===== config.mk =====
export PLATFORM = sky130hd
export DESIGN_NAME = days_between_dates_top
export DESIGN_NICKNAME = d
export VERILOG_FILES = /design/src/dbd_pkg.sv /design/src/days_between_dates_top.sv /design/src/dbd_ordinal.sv
export SDC_FILE = /design/constraint.sdc
export NUM_CORES = 2
export LEC_CHECK = 0
export BUFFER_PORTS_ARGS = -buffer_cell sky130_fd_sc_hd__buf_2
export CAP_MARGIN = 20
export CELL_PAD_IN_SITES_DETAIL_PLACEMENT = 1
export CELL_PAD_IN_SITES_GLOBAL_PLACEMENT = 1
export CORE_MARGIN = 2
export CORE_UTILIZATION = 48
export CTS_CLUSTER_SIZE = 24
export DETAILED_ROUTE_END_ITERATION = 6
export GPL_TIMING_DRIVEN = 0
export PLACE_DENSITY_LB_ADDON = 0.1
export SETUP_SLACK_MARGIN = 0.15
export SYNTH_ARGS = -nofsm -noshare
export SYNTH_HDL_FRONTEND = slang
export SYNTH_SLANG_ARGS = --single-unit

===== constraint.sdc =====
create_clock -name clock -period 20.8 [get_ports clock]
set_input_delay 3.12 -clock clock [delete_from_list [all_inputs] [get_ports clock]]
set_output_delay 3.12 -clock clock [all_outputs]
set_load 0.03 [all_outputs]

===== src/dbd_pkg.sv =====
// Shared types, constants and calendar tables for the day-distance block.
package dbd_pkg;

   localparam int unsigned YEAR_W  = 14;
   localparam int unsigned MONTH_W = 4;
   localparam int unsigned DAY_W   = 5;
   localparam int unsigned DIST_W  = 22;
   localparam int unsigned ORD_W   = 23;
   localparam int unsigned MLEN_W  = 5;
   localparam int unsigned CUM_W   = 9;
   localparam int unsigned QY_W    = 8;

   localparam int unsigned MAX_YEAR_DEFAULT = 9999;

   // floor(y / 100) == (y * RECIP_100) >> RECIP_SHIFT for every 14-bit y
   localparam int unsigned RECIP_100   = 5243;
   localparam int unsigned RECIP_SHIFT = 19;
   localparam int unsigned RECIP_PROD_W = YEAR_W + 13;

   localparam int unsigned DAYS_PER_YEAR = 365;
   localparam int unsigned CENTURY       = 100;

   localparam logic [MONTH_W-1:0] MONTH_JAN = 4'd1;
   localparam logic [MONTH_W-1:0] MONTH_FEB = 4'd2;
   localparam logic [MONTH_W-1:0] MONTH_DEC = 4'd12;

   localparam logic [DIST_W-1:0] DIST_MAX = {DIST_W{1'b1}};

   typedef struct packed {
      logic [YEAR_W-1:0]  first_year;
      logic [MONTH_W-1:0] first_month;
      logic [DAY_W-1:0]   first_day;
      logic [YEAR_W-1:0]  second_year;
      logic [MONTH_W-1:0] second_month;
      logic [DAY_W-1:0]   second_day;
   } req_type;

   typedef struct packed {
      logic [DIST_W-1:0] day_distance;
      logic              first_valid;
      logic              second_valid;
   } rsp_type;

   // Length of a month in a common year; zero for codes that name no month.
   function automatic logic [MLEN_W-1:0] month_len(input logic [MONTH_W-1:0] month);
      logic [MLEN_W-1:0] len;
      case (month)
         4'd1:    len = 5'd31;
         4'd2:    len = 5'd28;
         4'd3:    len = 5'd31;
         4'd4:    len = 5'd30;
         4'd5:    len = 5'd31;
         4'd6:    len = 5'd30;
         4'd7:    len = 5'd31;
         4'd8:    len = 5'd31;
         4'd9:    len = 5'd30;
         4'd10:   len = 5'd31;
         4'd11:   len = 5'd30;
         4'd12:   len = 5'd31;
         default: len = 5'd0;
      endcase
      return len;
   endfunction

   // Days in the months before this one, common year.
   function automatic logic [CUM_W-1:0] days_before(input logic [MONTH_W-1:0] month);
      logic [CUM_W-1:0] cum;
      case (month)
         4'd1:    cum = 9'd0;
         4'd2:    cum = 9'd31;
         4'd3:    cum = 9'd59;
         4'd4:    cum = 9'd90;
         4'd5:    cum = 9'd120;
         4'd6:    cum = 9'd151;
         4'd7:    cum = 9'd181;
         4'd8:    cum = 9'd212;
         4'd9:    cum = 9'd243;
         4'd10:   cum = 9'd273;
         4'd11:   cum = 9'd304;
         4'd12:   cum = 9'd334;
         default: cum = 9'd0;
      endcase
      return cum;
   endfunction

endpackage


===== src/days_between_dates_top.sv =====
// Top level: distance in days between two Gregorian dates, fully pipelined.
// An accepted item passes the three date-unit stages and the result register before it shows on rsp_valid.
// Throughput: one item per cycle while no result is held by rsp_stall; the four pipeline stages advance together.
// A waiting result held by rsp_stall freezes every stage and raises req_stall at once.
// Reset (synchronous, active high) clears all stage valid bits; no payload is reset.
module days_between_dates_top #(
   parameter int unsigned MAX_YEAR = dbd_pkg::MAX_YEAR_DEFAULT
) (
   input  logic             clock,
   input  logic             reset,
   input  logic             req_valid,
   output logic             req_stall,
   input  dbd_pkg::req_type req_data,
   output logic             rsp_valid,
   input  logic             rsp_stall,
   output dbd_pkg::rsp_type rsp_data
);

   // One enable for the whole pipe: move when the output slot is empty or
   // being taken this cycle. Nothing moves otherwise, so no item is lost.
   logic advance;
   assign advance   = !rsp_valid || !rsp_stall;
   assign req_stall = !advance;

   // Valid bits for the three stages inside the date units.
   logic [2:0] vld_ff, vld_in;
   assign vld_in = {vld_ff[1:0], req_valid};

   always_ff @(posedge clock) begin
      if (reset) begin
         vld_ff <= '0;
      end else if (advance) begin
         vld_ff <= vld_in;
      end
   end

   // Each date goes through its own copy of the ordinal pipeline.
   logic [dbd_pkg::ORD_W-1:0] ord_a, ord_b;
   logic                      ok_a, ok_b;

   dbd_ordinal #(
      .MAX_YEAR (MAX_YEAR)
   ) u_first (
      .clock      (clock),
      .advance    (advance),
      .year       (req_data.first_year),
      .month      (req_data.first_month),
      .day        (req_data.first_day),
      .ordinal    (ord_a),
      .date_valid (ok_a)
   );

   dbd_ordinal #(
      .MAX_YEAR (MAX_YEAR)
   ) u_second (
      .clock      (clock),
      .advance    (advance),
      .year       (req_data.second_year),
      .month      (req_data.second_month),
      .day        (req_data.second_day),
      .ordinal    (ord_b),
      .date_valid (ok_b)
   );

   // Stage 4: absolute difference, saturate to the field width, zero the
   // distance when either date does not exist.
   logic [dbd_pkg::ORD_W-1:0] diff;
   dbd_pkg::rsp_type          rsp_in;
   dbd_pkg::rsp_type          rsp_ff;
   logic                      rsp_valid_ff;

   always_comb begin
      diff = (ord_a >= ord_b) ? (ord_a - ord_b) : (ord_b - ord_a);
      rsp_in.first_valid  = ok_a;
      rsp_in.second_valid = ok_b;
      if (!(ok_a && ok_b)) begin
         rsp_in.day_distance = '0;
      end else if (diff > dbd_pkg::ORD_W'(dbd_pkg::DIST_MAX)) begin
         rsp_in.day_distance = dbd_pkg::DIST_MAX;
      end else begin
         rsp_in.day_distance = diff[dbd_pkg::DIST_W-1:0];
      end
   end

   always_ff @(posedge clock) begin
      if (reset) begin
         rsp_valid_ff <= 1'b0;
      end else if (advance) begin
         rsp_valid_ff <= vld_ff[2];
      end
   end

   // Hold the result while stalled; advance only with the pipe.
   always_ff @(posedge clock) begin
      if (advance) begin
         rsp_ff <= rsp_in;
      end
   end

   assign rsp_valid = rsp_valid_ff;
   assign rsp_data  = rsp_ff;

endmodule


===== src/dbd_ordinal.sv =====
// Three-stage pipeline that turns one date into its ordinal day and valid flag.
module dbd_ordinal #(
   parameter int unsigned MAX_YEAR = dbd_pkg::MAX_YEAR_DEFAULT
) (
   input  logic                        clock,
   input  logic                        advance,
   input  logic [dbd_pkg::YEAR_W-1:0]  year,
   input  logic [dbd_pkg::MONTH_W-1:0] month,
   input  logic [dbd_pkg::DAY_W-1:0]   day,
   output logic [dbd_pkg::ORD_W-1:0]   ordinal,
   output logic                        date_valid
);

   localparam int unsigned CMP_W = (dbd_pkg::YEAR_W > 17) ? dbd_pkg::YEAR_W : 17;

   // stage 1: quotient by 100, table lookups, range checks
   logic [dbd_pkg::RECIP_PROD_W-1:0] qy_prod;
   logic [dbd_pkg::YEAR_W-1:0]  year_s1_ff;
   logic [dbd_pkg::MONTH_W-1:0] month_s1_ff;
   logic [dbd_pkg::DAY_W-1:0]   day_s1_ff;
   logic [dbd_pkg::QY_W-1:0]    qy_s1_ff,   qy_s1_in;
   logic                        yok_s1_ff,  yok_s1_in;
   logic                        mok_s1_ff,  mok_s1_in;
   logic [dbd_pkg::MLEN_W-1:0]  mlen_s1_ff;
   logic [dbd_pkg::CUM_W-1:0]   cum_s1_ff;

   assign qy_prod   = dbd_pkg::RECIP_PROD_W'(year) *
                      dbd_pkg::RECIP_PROD_W'(dbd_pkg::RECIP_100);
   assign qy_s1_in  = qy_prod[dbd_pkg::RECIP_SHIFT +: dbd_pkg::QY_W];
   assign yok_s1_in = (year != '0) && (CMP_W'(year) <= CMP_W'(MAX_YEAR));
   assign mok_s1_in = (month >= dbd_pkg::MONTH_JAN) && (month <= dbd_pkg::MONTH_DEC);

   always_ff @(posedge clock) begin
      if (advance) begin
         year_s1_ff  <= year;
         month_s1_ff <= month;
         day_s1_ff   <= day;
         qy_s1_ff    <= qy_s1_in;
         yok_s1_ff   <= yok_s1_in;
         mok_s1_ff   <= mok_s1_in;
         mlen_s1_ff  <= dbd_pkg::month_len(month);
         cum_s1_ff   <= dbd_pkg::days_before(month);
      end
   end

   // stage 2: leap rule, final validity, whole years times 365
   logic [dbd_pkg::YEAR_W-1:0] hundreds;
   logic                       is_cent;
   logic                       leap;
   logic [dbd_pkg::MLEN_W-1:0] dim;
   logic [dbd_pkg::YEAR_W-1:0] prev_year;
   logic                       leap_adj;

   logic [dbd_pkg::ORD_W-1:0]  p365_s2_ff,  p365_s2_in;
   logic [dbd_pkg::YEAR_W-3:0] pq4_s2_ff;
   logic [dbd_pkg::QY_W-1:0]   pq100_s2_ff, pq100_s2_in;
   logic [dbd_pkg::CUM_W-1:0]  cum_s2_ff,   cum_s2_in;
   logic [dbd_pkg::DAY_W-1:0]  day_s2_ff;
   logic                       valid_s2_ff, valid_s2_in;

   always_comb begin
      hundreds  = dbd_pkg::YEAR_W'(qy_s1_ff) * dbd_pkg::YEAR_W'(dbd_pkg::CENTURY);
      is_cent   = (hundreds == year_s1_ff);
      leap      = (year_s1_ff[1:0] == 2'b00) && (!is_cent || (qy_s1_ff[1:0] == 2'b00));
      dim       = mlen_s1_ff +
                  dbd_pkg::MLEN_W'((month_s1_ff == dbd_pkg::MONTH_FEB) && leap);
      valid_s2_in = yok_s1_ff && mok_s1_ff && (day_s1_ff != '0) && (day_s1_ff <= dim);
      prev_year   = year_s1_ff - dbd_pkg::YEAR_W'(1);
      p365_s2_in  = dbd_pkg::ORD_W'(prev_year) * dbd_pkg::ORD_W'(dbd_pkg::DAYS_PER_YEAR);
      // floor((y-1)/100) is one less than floor(y/100) on a century year
      pq100_s2_in = qy_s1_ff - dbd_pkg::QY_W'(is_cent);
      leap_adj    = leap && (month_s1_ff > dbd_pkg::MONTH_FEB);
      cum_s2_in   = cum_s1_ff + dbd_pkg::CUM_W'(leap_adj);
   end

   always_ff @(posedge clock) begin
      if (advance) begin
         p365_s2_ff  <= p365_s2_in;
         pq4_s2_ff   <= prev_year[dbd_pkg::YEAR_W-1:2];
         pq100_s2_ff <= pq100_s2_in;
         cum_s2_ff   <= cum_s2_in;
         day_s2_ff   <= day_s1_ff;
         valid_s2_ff <= valid_s2_in;
      end
   end

   // stage 3: sum the parts of the ordinal
   logic [dbd_pkg::ORD_W-1:0] ord_s3_ff, ord_s3_in;
   logic                      valid_s3_ff;

   assign ord_s3_in = p365_s2_ff
                    + dbd_pkg::ORD_W'(pq4_s2_ff)
                    - dbd_pkg::ORD_W'(pq100_s2_ff)
                    + dbd_pkg::ORD_W'(pq100_s2_ff[dbd_pkg::QY_W-1:2])
                    + dbd_pkg::ORD_W'(cum_s2_ff)
                    + dbd_pkg::ORD_W'(day_s2_ff);

   always_ff @(posedge clock) begin
      if (advance) begin
         ord_s3_ff   <= ord_s3_in;
         valid_s3_ff <= valid_s2_ff;
      end
   end

   assign ordinal    = ord_s3_ff;
   assign date_valid = valid_s3_ff;

endmodule


==> metrics.md <==
| Metric | Value |
|---|---|
| Status | completed |
| CTS Buf Count | 38 |
| Postcts setup bufs | 0 |
| Top-level I/O count | 76 |
| IO buf count | 75 |
| Via count | 19748 |
| Commonest non-fill, non-tap cell in the layout | inv_1 |
| Syn nets | 3697 |
| Initial DRC Count | 776 |
| Pins Over Slew Limit | 0 |
| Largest net degree at the start of global routing | 73 |
| Fill cells | 6796 |
| CTS tree | done |
| Final setup fails | 0 |
| Worst Path Buf+Inv | 3 |
| Most frequent cells in the layout | inv_1, ha_1, fa_1 |
| Routability cong. | 0.8707 |
| Dominant cells by area after synthesis | edfxtp_1, ha_1, fa_1 |
| Initial antenna violation count | 4 |
| Final Util | 52.88% |
| Die area | 65220 um2 |
| Worst-path clk slew | 0.06 ns |
| Core box area | 62740 um2 |
| Post-synth top area cell | edfxtp_1 |
| Synthesized instance count | 2790 |
| Critical-path cell list | buf_2 -> ha_1 -> inv_1 -> fa_1 -> fa_1 -> inv_1 -> fa_1 -> fa_1 -> ha_1 -> a211o_1 -> a2111o_1 -> o21ba_2 -> o21ai_2 -> a311oi_2 -> o21ai_1 -> a31oi_1 -> o21bai_1 -> xnor2_1 |
| Synth-to-layout area growth | 9.368% |
| Share of layout cells above drive strength 1 | 6.542% |
| DRT Pass-1 Iters | 4 |
| Syn Std Cell Area | 30330 um2 |
| Final worst path period share | 38.25% |
| Post-route ant nets | 0 |
| Hold buffers post-CTS | 0 |
| CTS root buf | clkbuf_16 |
| Drc violations | 0 |
| H-tree depth | 2 |
| GRT Total Usage | 21.79% |
| Synth unique cells | 82 |
| Final global-route overflow total | 0 |
| First-pass GRT wire length | 114300 um |
| Avg WL per Cell | 18.20 um |
| Max incr delay on CP | 0.53 ns |
| Critical path fanouts, max | 9 |
| Final Hold Fails | 0 |
| Number of global-route vias before repair | 22159 |
| Crit path capture type | flip-flop |
| Cell Area, Placed | 31880 um2 |
| Synth warn | 0 |
| Hold Path Class | reg2reg |
| DIE HEIGHT | 255.4 um |
| Tmin final | 7.955 ns |
| Crit-path most repeated cell | fa_1 |
| Post-synth ARST share | 0% |
| Sequential-to-total area share from yosys stat | 27.79% |
| Post-DR vias/cell | 5.222 |
| Die width | 255.4 um |
| Layout Nets | 3816 |
| Critical Setup Path Class | in2reg |
| Synth Register Bits | 282 |
| Resize count post-CTS | 0 |
| Setup_tns | 0 ns |
| Most common flop cell mapped by yosys | edfxtp_1 |
| Clk buf depth | 3 |
| Max-Slew Margin vs Limit | 34.48% |
| Top Family by Delay on Critical Path | adder cells |
| Site row count | 92 |
| Crit-path slowest cell | fa_1 |
| Final HPWL DP | 58000 um |
| Worst-margin pin slew | 0.9738 ns |
| Syn_area_per_cell | 10.87 um2 |
| EDFF count, synth | 278 |
| CTS sink count | 282 |
| CP Launch Type | input port |
| Initial Util | 48.35% |
| Final wirelength | 68850 um |
| Clk_lat worst skew | 0.56 ns |
| CP required | 21.11 ns |
| Worst Path Arrival | 8.27 ns |
| Yosys top cell area share | 27.52% |
| RSZ-0062 raised after global routing | no |
| Max Fclk | 0.1257 GHz |
| Skew final | 0.02496 ns |
| Finished Cell Area | 33170 um2 |
| Max-cap viol count | 0 |
-- cell usage after synthesis, types with 6 or more instances --
cell type and count:
o31ai_1 6, fa_1 280, nor4_1 8, edfxtp_1 278, o21a_1 18, nand2b_1 23, inv_1 616, and2_1 11
or3_1 9, o211ai_1 6, nor2_1 101, nand4_1 19, o22ai_1 6, o21ai_0 62, xnor2_1 145, buf_6 7
ha_1 577, nor3_1 34, a21oi_1 125, a211oi_1 18, o21bai_1 15, nand2_1 81, mux2i_1 21, and4_1 6
xor2_1 45, clkbuf_1 10, a211o_1 7, nand3_1 33, or2_2 6, and3_1 21, a21o_1 59, nor2b_1 21
a31oi_1 12, buf_2 8
-- final cells by class --
class	count	area [um2]	area share, %
Timing Repair Buffer	79	485.5	1.463
Antenna cell	1	2.502	0.007543
Buffer	30	190.2	0.5733
Clock buffer	42	987.2	2.976
Tap cell	846	1059	3.191
Clock inverter	24	300.3	0.9052
Sequential cell	282	8428	25.41
Multi-Input combinational cell	1862	19410	58.51
Inverter	616	2312	6.970
-- path summary, 6_finish.rpt --
check	from	endpoint	slack [ns]	cells after the start
max	req_data[21]	u_second.qy_s1_ff[7]	12.85	18
min	u_second.valid_s2_ff	u_second.date_valid	0.43	0
max reg2reg	u_first.year_s1_ff[0]	u_first.p365_s2_ff[22]	14.28	21
min reg2reg	u_second.valid_s2_ff	u_second.date_valid	0.43	0
-- metrics by stage --
step	setup slack [ns]	cells	hold slack (ns)
global placement	4.750	3711	0.4096
detailed placement	12.29	3715	0.4120
finish	12.85	3782	0.4339
CTS	12.88	3781	0.4368
floorplan	6.898	2790	0.4003
global route	12.62	3782	0.4421
-- per-layer routing --
metal  GRT usage (%)  routed length [um]
met5               0                  36
met4           5.539                1570
met3           2.629                1594
met2           39.59               35000
met1           27.40               30640
-- worst register-to-register path: cells and delay by family, from the launching register on --
family	cells	cell delay, ns
compound gates	5	0.83
buf+inv	3	0.40
xor+xnor	2	0.55
flops	1	0.39
fa+ha+maj	6	2.41
simple gates	5	1.70
-- registers in the layout, indices dropped and copies added, names as in the netlist, 9 cells and up --
name                 cells
u_second.cum_s2_ff       9
rsp_data                24
u_first.pq4_s2_ff       12
u_first.p365_s2_ff      23
u_first.cum_s1_ff        9
u_first.ordinal         23
u_second.pq4_s2_ff      12
u_first.year_s1_ff      14
u_second.year_s1_ff     14
u_first.cum_s2_ff        9
u_second.ordinal        23
u_second.cum_s1_ff       9
u_second.p365_s2_ff     23
-- logic make-up (layout without fill, tap and decap cells) --
logic type,count (synthesis),count (layout),share of synthesized area [%]
and+or+nand+nor,390,390,6.427
xor gates and xnor gates,191,191,5.540
adders and majority gates,857,857,42.28
AOI/OAI and AO/OA,398,398,8.794
other,0,1,0
buffers and inverters,646,791,8.250
muxes,26,26,0.9239
DFF,282,282,27.79
Power is not shown: default switching activity piles up to over one toggle a cycle in this logic, so the estimate is an artifact.
